## src/rtl/stle_pkg.sv

```systemverilog
// Shared types and constants for the session table with oldest-entry eviction.
package stle_pkg;

    // Slot index and entry count widths, wide enough for a table of 256 slots
    localparam int IDX_W  = 8;
    localparam int CNT_W  = 9;
    localparam int ID_W   = 64;
    localparam int TIME_W = 32;
    localparam int CFG_W  = 5;
    localparam int SLOT_W = 4;

    // Item actions
    localparam logic ACT_CREATE = 1'b0;
    localparam logic ACT_LOOKUP = 1'b1;

    typedef enum logic [1:0] {
        S_IDLE,
        S_SCAN,
        S_FINISH
    } t_state;

    // Search record handed from cell to cell
    typedef struct packed {
        logic              valid;
        logic              hit;
        logic [IDX_W-1:0]  hit_idx;
        logic [IDX_W-1:0]  best_idx;
        logic [TIME_W-1:0] best_time;
    } t_probe;

    // Item context broadcast to every cell during a scan
    typedef struct packed {
        logic              action;
        logic [ID_W-1:0]   key;
        logic [CNT_W-1:0]  count;
        logic [CNT_W-1:0]  lim;
    } t_ctl;

    // Entry write broadcast; the cell whose index matches takes it
    typedef struct packed {
        logic              en;
        logic              id_en;
        logic [IDX_W-1:0]  slot;
        logic [ID_W-1:0]   id;
        logic [TIME_W-1:0] stamp;
    } t_wr;

    // One result word
    typedef struct packed {
        logic              matched;
        logic [IDX_W-1:0]  slot;
        logic              replaced;
    } t_res;

endpackage

```

## src/rtl/stle_cell.sv

```systemverilog
// One table slot: holds an entry and updates the passing search record.
module stle_cell #(
    parameter int IDX = 0
) (
    input  logic            i_clk,
    input  logic            i_rst_n,
    input  stle_pkg::t_ctl   i_ctl,
    input  stle_pkg::t_wr    i_wr,
    input  stle_pkg::t_probe i_probe,
    output stle_pkg::t_probe o_probe
);

    logic [stle_pkg::ID_W-1:0]   r_id;
    logic [stle_pkg::TIME_W-1:0] r_time;
    stle_pkg::t_probe            r_probe;
    stle_pkg::t_probe            n_probe;
    logic                        live;
    logic                        in_lim;

    assign live   = stle_pkg::CNT_W'(IDX) < i_ctl.count;
    assign in_lim = stle_pkg::CNT_W'(IDX) < i_ctl.lim;

    // Fold this slot into the search record
    always_comb begin
        n_probe = i_probe;
        if (i_probe.valid) begin
            if (i_ctl.action == stle_pkg::ACT_LOOKUP) begin
                if (!i_probe.hit && live && (r_id == i_ctl.key)) begin
                    n_probe.hit     = 1'b1;
                    n_probe.hit_idx = stle_pkg::IDX_W'(IDX);
                end
            end else begin
                if (in_lim && ((IDX == 0) || (r_time < i_probe.best_time))) begin
                    n_probe.best_idx  = stle_pkg::IDX_W'(IDX);
                    n_probe.best_time = r_time;
                end
            end
        end
    end

    // Advance the search record to the next cell
    always_ff @(posedge i_clk) begin
        if (!i_rst_n) begin
            r_probe.valid <= 1'b0;
        end else begin
            r_probe <= n_probe;
        end
    end

    // Take an entry write addressed to this slot
    always_ff @(posedge i_clk) begin
        if (i_wr.en && (i_wr.slot == stle_pkg::IDX_W'(IDX))) begin
            if (i_wr.id_en) begin
                r_id <= i_wr.id;
            end
            r_time <= i_wr.stamp;
        end
    end

    assign o_probe = r_probe;

endmodule

```

## src/rtl/session_table_lru_evict.sv

```systemverilog
// Top level: session table with lookup and oldest-timestamp eviction.
//
//  channel | direction | handshake                   | word
//  --------+-----------+-----------------------------+------------------------------
//  in      | input     | i_in_valid / o_in_stall     | action, session_id, now
//  out     | output    | o_out_valid / i_out_stall   | matched, slot, replaced_oldest
//  cfg     | input     | i_cfg_valid / o_cfg_ready   | session limit
//
//  A create that appends writes its slot straight from the idle state; a lookup or an
//  evicting create sends a search record along the row of cells, one cell per cycle.
//  One item is in work at a time; the next is taken once the result is in the
//  output register, which may still be waiting for the receiver.
//  Synchronous reset empties the table and sets the session limit to 16.
//  A stalled result holds in the output register; the following item waits in
//  the finish state until the register frees.
module session_table_lru_evict #(
    parameter int MAX_ENTRIES = 16
) (
    input  logic                          i_clk,
    input  logic                          i_rst_n,
    input  logic                          i_in_valid,
    output logic                          o_in_stall,
    input  logic                          i_action,
    input  logic [stle_pkg::ID_W-1:0]     i_session_id,
    input  logic [stle_pkg::TIME_W-1:0]   i_now,
    output logic                          o_out_valid,
    input  logic                          i_out_stall,
    output logic                          o_matched,
    output logic [stle_pkg::SLOT_W-1:0]   o_slot,
    output logic                          o_replaced_oldest,
    input  logic                          i_cfg_valid,
    output logic                          o_cfg_ready,
    input  logic [stle_pkg::CFG_W-1:0]    i_cfg_data
);

    stle_pkg::t_state              r_state, n_state;
    logic [stle_pkg::CFG_W-1:0]    r_max;
    logic [stle_pkg::CNT_W-1:0]    r_count, n_count;
    logic [stle_pkg::CNT_W-1:0]    lim;
    logic [stle_pkg::CNT_W-1:0]    max_ext;
    logic                          r_action;
    logic [stle_pkg::ID_W-1:0]     r_key;
    logic [stle_pkg::TIME_W-1:0]   r_now;
    logic                          r_start, n_start;
    stle_pkg::t_res                r_res, n_res;
    stle_pkg::t_res                r_out;
    logic                          r_out_valid;
    logic                          out_load;
    logic                          in_acc;
    logic                          out_take;
    stle_pkg::t_ctl                ctl;
    stle_pkg::t_wr                 wr;
    stle_pkg::t_probe              chain [MAX_ENTRIES+1];

    assign in_acc   = i_in_valid && !o_in_stall;
    assign out_take = r_out_valid && !i_out_stall;
    assign o_cfg_ready = 1'b1;

    // Clamp the configured maximum to 1..MAX_ENTRIES
    assign max_ext = stle_pkg::CNT_W'(r_max);
    always_comb begin
        lim = max_ext;
        if (max_ext == '0) begin
            lim = stle_pkg::CNT_W'(1);
        end
        if (max_ext > stle_pkg::CNT_W'(MAX_ENTRIES)) begin
            lim = stle_pkg::CNT_W'(MAX_ENTRIES);
        end
    end

    // Next state, entry writes and result
    always_comb begin
        n_state    = r_state;
        n_start    = 1'b0;
        n_count    = r_count;
        n_res      = r_res;
        out_load   = 1'b0;
        wr         = '0;
        o_in_stall = (r_state != stle_pkg::S_IDLE);
        case (r_state)
            stle_pkg::S_IDLE: begin
                if (in_acc) begin
                    if ((i_action == stle_pkg::ACT_CREATE) && (r_count < lim)) begin
                        wr.en    = 1'b1;
                        wr.id_en = 1'b1;
                        wr.slot  = r_count[stle_pkg::IDX_W-1:0];
                        wr.id    = i_session_id;
                        wr.stamp = i_now;
                        n_count  = r_count + stle_pkg::CNT_W'(1);
                        n_res.matched  = 1'b1;
                        n_res.slot     = r_count[stle_pkg::IDX_W-1:0];
                        n_res.replaced = 1'b0;
                        n_state  = stle_pkg::S_FINISH;
                    end else begin
                        n_start = 1'b1;
                        n_state = stle_pkg::S_SCAN;
                    end
                end
            end
            stle_pkg::S_SCAN: begin
                if (chain[MAX_ENTRIES].valid) begin
                    wr.id    = r_key;
                    wr.stamp = r_now;
                    if (r_action == stle_pkg::ACT_LOOKUP) begin
                        wr.en    = chain[MAX_ENTRIES].hit;
                        wr.id_en = 1'b0;
                        wr.slot  = chain[MAX_ENTRIES].hit_idx;
                        n_res.matched  = chain[MAX_ENTRIES].hit;
                        n_res.slot     = chain[MAX_ENTRIES].hit ?
                                         chain[MAX_ENTRIES].hit_idx : '0;
                        n_res.replaced = 1'b0;
                    end else begin
                        wr.en    = 1'b1;
                        wr.id_en = 1'b1;
                        wr.slot  = chain[MAX_ENTRIES].best_idx;
                        n_res.matched  = 1'b1;
                        n_res.slot     = chain[MAX_ENTRIES].best_idx;
                        n_res.replaced = 1'b1;
                    end
                    n_state = stle_pkg::S_FINISH;
                end
            end
            stle_pkg::S_FINISH: begin
                if (!r_out_valid || !i_out_stall) begin
                    out_load = 1'b1;
                    n_state  = stle_pkg::S_IDLE;
                end
            end
            default: begin
                n_state = stle_pkg::S_IDLE;
            end
        endcase
    end

    // Hold control state
    always_ff @(posedge i_clk) begin
        if (!i_rst_n) begin
            r_state     <= stle_pkg::S_IDLE;
            r_count     <= '0;
            r_max       <= stle_pkg::CFG_W'(16);
            r_start     <= 1'b0;
            r_out_valid <= 1'b0;
        end else begin
            r_state <= n_state;
            r_count <= n_count;
            r_start <= n_start;
            if (i_cfg_valid && o_cfg_ready) begin
                r_max <= i_cfg_data;
            end
            if (out_load) begin
                r_out_valid <= 1'b1;
            end else if (out_take) begin
                r_out_valid <= 1'b0;
            end
        end
    end

    // Latch the item and the result words
    always_ff @(posedge i_clk) begin
        if (in_acc) begin
            r_action <= i_action;
            r_key    <= i_session_id;
            r_now    <= i_now;
        end
        r_res <= n_res;
        if (out_load) begin
            r_out <= r_res;
        end
    end

    // Launch a fresh search record into the first cell
    always_comb begin
        chain[0]       = '0;
        chain[0].valid = r_start;
    end

    assign ctl.action = r_action;
    assign ctl.key    = r_key;
    assign ctl.count  = r_count;
    assign ctl.lim    = lim;

    // Row of slot cells
    for (genvar g = 0; g < MAX_ENTRIES; g++) begin : g_cell
        stle_cell #(
            .IDX (g)
        ) u_cell (
            .i_clk   (i_clk),
            .i_rst_n (i_rst_n),
            .i_ctl   (ctl),
            .i_wr    (wr),
            .i_probe (chain[g]),
            .o_probe (chain[g+1])
        );
    end

    assign o_out_valid       = r_out_valid;
    assign o_matched         = r_out.matched;
    assign o_slot            = r_out.slot[stle_pkg::SLOT_W-1:0];
    assign o_replaced_oldest = r_out.replaced;

`ifndef SYNTHESIS
    a_count_bound: assert property (@(posedge i_clk) disable iff (!i_rst_n)
        r_count <= stle_pkg::CNT_W'(MAX_ENTRIES))
        else $error("entry count beyond table size");

    a_probe_in_scan: assert property (@(posedge i_clk) disable iff (!i_rst_n)
        chain[MAX_ENTRIES].valid |-> (r_state == stle_pkg::S_SCAN))
        else $error("search record finished outside a scan");

    a_out_from_finish: assert property (@(posedge i_clk) disable iff (!i_rst_n)
        $rose(r_out_valid) |-> ($past(r_state) == stle_pkg::S_FINISH))
        else $error("result word loaded without a finished item");

    a_busy_after_accept: assert property (@(posedge i_clk) disable iff (!i_rst_n)
        in_acc |=> (r_state != stle_pkg::S_IDLE))
        else $error("accepted item did not start work");
`endif

endmodule

```

## config.mk

```make
export PLATFORM = sky130hd
export DESIGN_NAME = session_table_lru_evict
export DESIGN_NICKNAME = d
export VERILOG_FILES = /design/src/rtl/stle_pkg.sv /design/src/rtl/stle_cell.sv /design/src/rtl/session_table_lru_evict.sv
export SDC_FILE = /design/constraint.sdc
export NUM_CORES = 2
export LEC_CHECK = 0
export ABC_AREA = 0
export BUFFER_PORTS_ARGS = -buffer_cell sky130_fd_sc_hd__buf_2
export CAP_MARGIN = 40
export CELL_PAD_IN_SITES_DETAIL_PLACEMENT = 1
export CELL_PAD_IN_SITES_GLOBAL_PLACEMENT = 1
export CORE_MARGIN = 3
export CORE_UTILIZATION = 30
export CTS_BUF_LIST = sky130_fd_sc_hd__clkbuf_16
export DETAILED_ROUTE_END_ITERATION = 10
export PLACE_DENSITY_LB_ADDON = 0.12
export REMOVE_ABC_BUFFERS = 1
export SLEW_MARGIN = 20
export SYNTH_ARGS = -nofsm -noshare
export SYNTH_HDL_FRONTEND = slang
export SYNTH_SLANG_ARGS = --single-unit
```

## constraint.sdc

```tcl
create_clock -name i_clk -period 19.1 [get_ports i_clk]
set_input_delay 0.955 -clock i_clk [delete_from_list [all_inputs] [get_ports i_clk]]
set_output_delay 0.955 -clock i_clk [all_outputs]
set_load 0.005 [all_outputs]
```

==> metrics.txt <==
outcome finished clean; Worst Setup End Kind flip-flop; Mapped Cells 6477; VDD IR-drop max 69.3 uV; Post-layout nets 7543; Synth Area in Compound Gates 4.01%; most frequent cell after synthesis edfxtp_1; Area Growth Syn to Fin 17.4%; met1 GRT Util 25.9%; part of the power in registers 48.8%; skew final 0.0769 ns; Top Usage Layer GRT met2; Final Hold Violating Endpoints 0; CP peak stage delay 0.64 ns; chip width 584 um; Post-synth EDFFs 2239; post-synth top area cell edfxtp_1; hold-fix buffers at CTS 0; xor/xnor share of the synthesized area 8.75%; Placed Instances 11000; Max-slew headroom 15.0%; worst hold path type input port to flip-flop; post-synth top area share 67.1%; crit path kind flip-flop to flip-flop; critical path data required time 19.63 ns; Clock Tree Root clkbuf_16; die area 0.341 mm2; cts bufs inserted 277; filler cell count in the final layout 33800; Max Clock Freq 0.212 GHz; Max Buffers Root-to-Sink 4; pin count of the biggest net entering global routing 148; Synth area leaders edfxtp_1 67%, ha_1 5.9%, xnor2_1 4.7%; Worst EP arrival 5.25 ns; Skew-Pair Late Insertion Delay 0.91 ns; Post-synth top cells 2239 x edfxtp_1, 533 x xnor2_1, 512 x inv_1; number of port buffers 114; Logic pwr share 7.4%; Adder-Cell Fraction of Synth Area 5.87%; sequential share of the synthesized area 67.8%; io pins 116; Max Cap Violations 0; final WL 370000 um; Tcrit/Tclk final 24.7%; total internal power 8.79 mW; area of the core 0.332 mm2; leakage dissipation 42.0 nW; gr usage total 21.4%; share of flip-flops with an asynchronous set or reset 0%; share of cells above drive strength 1 18.9%; post-synthesis mux area share 5.17%; Routed Antenna Nets 0; Worst path slowest cell buf_4; pwr/cell area 98.5 mW/mm2; Post-synth top flop edfxtp_1; worst path cell trace inv_1, ha_1, a211oi_1, nand4_1, a21oi_4, or3b_1, a21o_1, nor2_4, buf_4, buf_4; remaining global-route overflow 0; largest family of logic cells by synthesized area XOR/XNOR gates; crit path launch type flip-flop; Initial Util 30.2%; first-pass GRT wire length 505000 um; routed len/inst 32.0 um; CTS sink cnt 2273; postcts setup bufs 0; # setup viols final 0; CTS tree yes; Mapped Area 0.100 mm2; synth warn 0; Finished Core Util 35.5%; Reg clk slew, reported paths 0.06 ns; Rows 211; DRT Pass-1 Iters 8; most frequent CP cell buf_4; post-synthesis area per instance 15.5 um2; Final min period 4.71 ns; vias per cell 4.95; GR Util met3 2.67%; global placer's final weighted congestion 0.901; Least-Margin Pin Slew 1.27 ns; FF/Latch Area 0.0679 mm2; grt met2 use 37.2%; post-cts gate resize count 0; Unique masters post-synth 81; Critical Path Fanout Max 37; fin cells 11600; sw power 2.79 mW; Pins Over Slew Limit 0; Via Count 57300; vias in the first global route 59800; area of the multi-input gates 0.0299 mm2; #FFs+latches synth 2273; Area after DPL 0.109 mm2; post-route cell area 0.118 mm2; # DRC 0; Die Y 584 um; Fin Setup TNS 0 ns; DR iter-0 viols 4898; initial antenna violation count 17; Clk pwr share 43.8%; RSZ-0062 raised after global routing false; Reg2Reg Setup Slack 14.39 ns; Synth Area in Simple Gates 5.44%; sw frac 24.1%; # H-tree levels 5; hpwl dp 263000 um
==> state kept, by name, summed over array words and instances (netlist names), 2 cells and up <==
name / count
r_now: 32
g_cell.u_cell.r_id: 1024
r_state: 2
g_cell.u_cell.o_probe: 610
g_cell.u_cell.r_time: 512
r_res: 6
r_max: 5
r_count: 9
o_slot: 4
r_key: 64
==> layout by cell type (no fill, tap or decap), types with 29 or more instances in the layout <==
cell type  Yosys  layout
o21ai_0      111      97
nand3_1       52      52
xnor2_1      533     533
inv_1        512     583
buf_4          8     201
buf_8          0      60
nor2_1       109      82
a21o_1        66      66
xor2_1       469     468
mux2_2       409     409
clkinv_1       0      58
a22o_1        83      72
diode_2        0      37
clkbuf_16      0     288
buf_2         99     125
clkinv_2       0      34
edfxtp_1    2239    2239
and2_1        61      61
a21oi_1      155     155
nor4_1       157     140
nand4_1      228     228
nor3_1        30      29
nand2_1      114     114
ha_1         470     470
or2_2         46      46
dfxtp_1       34      34
nor2b_1       54      49
nand2b_1      48      48
==> stage by stage <==
stage | total power [mW] | setup slack [ns] | hold WS (ns)
final | 11.6 | 14.39 | 0.242
after global routing | 12.0 | 14.16 | 0.208
after CTS | 11.7 | 14.40 | 0.169
after detailed placement | 6.62 | 14.35 | 0.418
after global placement | 6.59 | 13.50 | 0.413
after floorplan | 6.13 | 1.99 | 0.400
==> final timing paths <==
check                                 startpoint                          to  cells past startpoint
worst max-delay path                    r_max[4]  g_cell[10].u_cell.r_id[27]                     10
worst min-delay path            i_session_id[11]                   r_key[11]                      1
worst max register to register          r_max[4]  g_cell[10].u_cell.r_id[27]                     10
worst min register to register          r_res[3]                   o_slot[2]                      0
==> power by group through the flow <==
stage	Clock, mW	Combinational [mW]	Sequential, mW
2_1_floorplan	0	0.332	5.79
3_3_place_gp	0	0.815	5.77
3_5_place_dp	0	0.858	5.77
4_1_cts	5.21	0.864	5.66
5_1_grt	5.40	0.899	5.67
6_report	5.07	0.853	5.66
==> layout make-up <==
cell class | instances | area share [%]
multi-input combinational | 3473 | 25.4
inverter | 512 | 1.63
clock inverter | 198 | 1.12
tap | 4366 | 4.64
clock buffer | 288 | 6.13
timing repair buffer | 429 | 3.25
antenna | 37 | 0.0787
sequential | 2273 | 57.7
==> per-layer routing <==
| layer | wire, um | vias to the layer above |
|---|---|---|
| li1 | - | 25100 |
| met1 | 147000 | 30200 |
| met2 | 184000 | 1512 |
| met3 | 16500 | 564 |
| met4 | 22200 | 4 |
| met5 | 27 | - |
==> cell families (layout without fill, tap and decap cells) <==
family / after synthesis / after routing
other: 1 / 38
buffers and inverters: 731 / 1427
XOR/XNOR: 1002 / 1002
multiplexers: 454 / 454
flip-flops: 2273 / 2273
adder cells (fa/ha/maj): 470 / 470
AO/OA/AOI/OAI: 587 / 587
AND/OR/NAND/NOR: 959 / 959
==> worst max-delay path: cells and delay by family (launching register included) <==
family | cells | cell delay (ns)
fa+ha+maj | 1 | 0.39
flops | 1 | 0.49
buf+inv | 3 | 1.43
simple gates | 3 | 0.78
compound gates | 3 | 1.13
(Power assumes the default switching activity.)
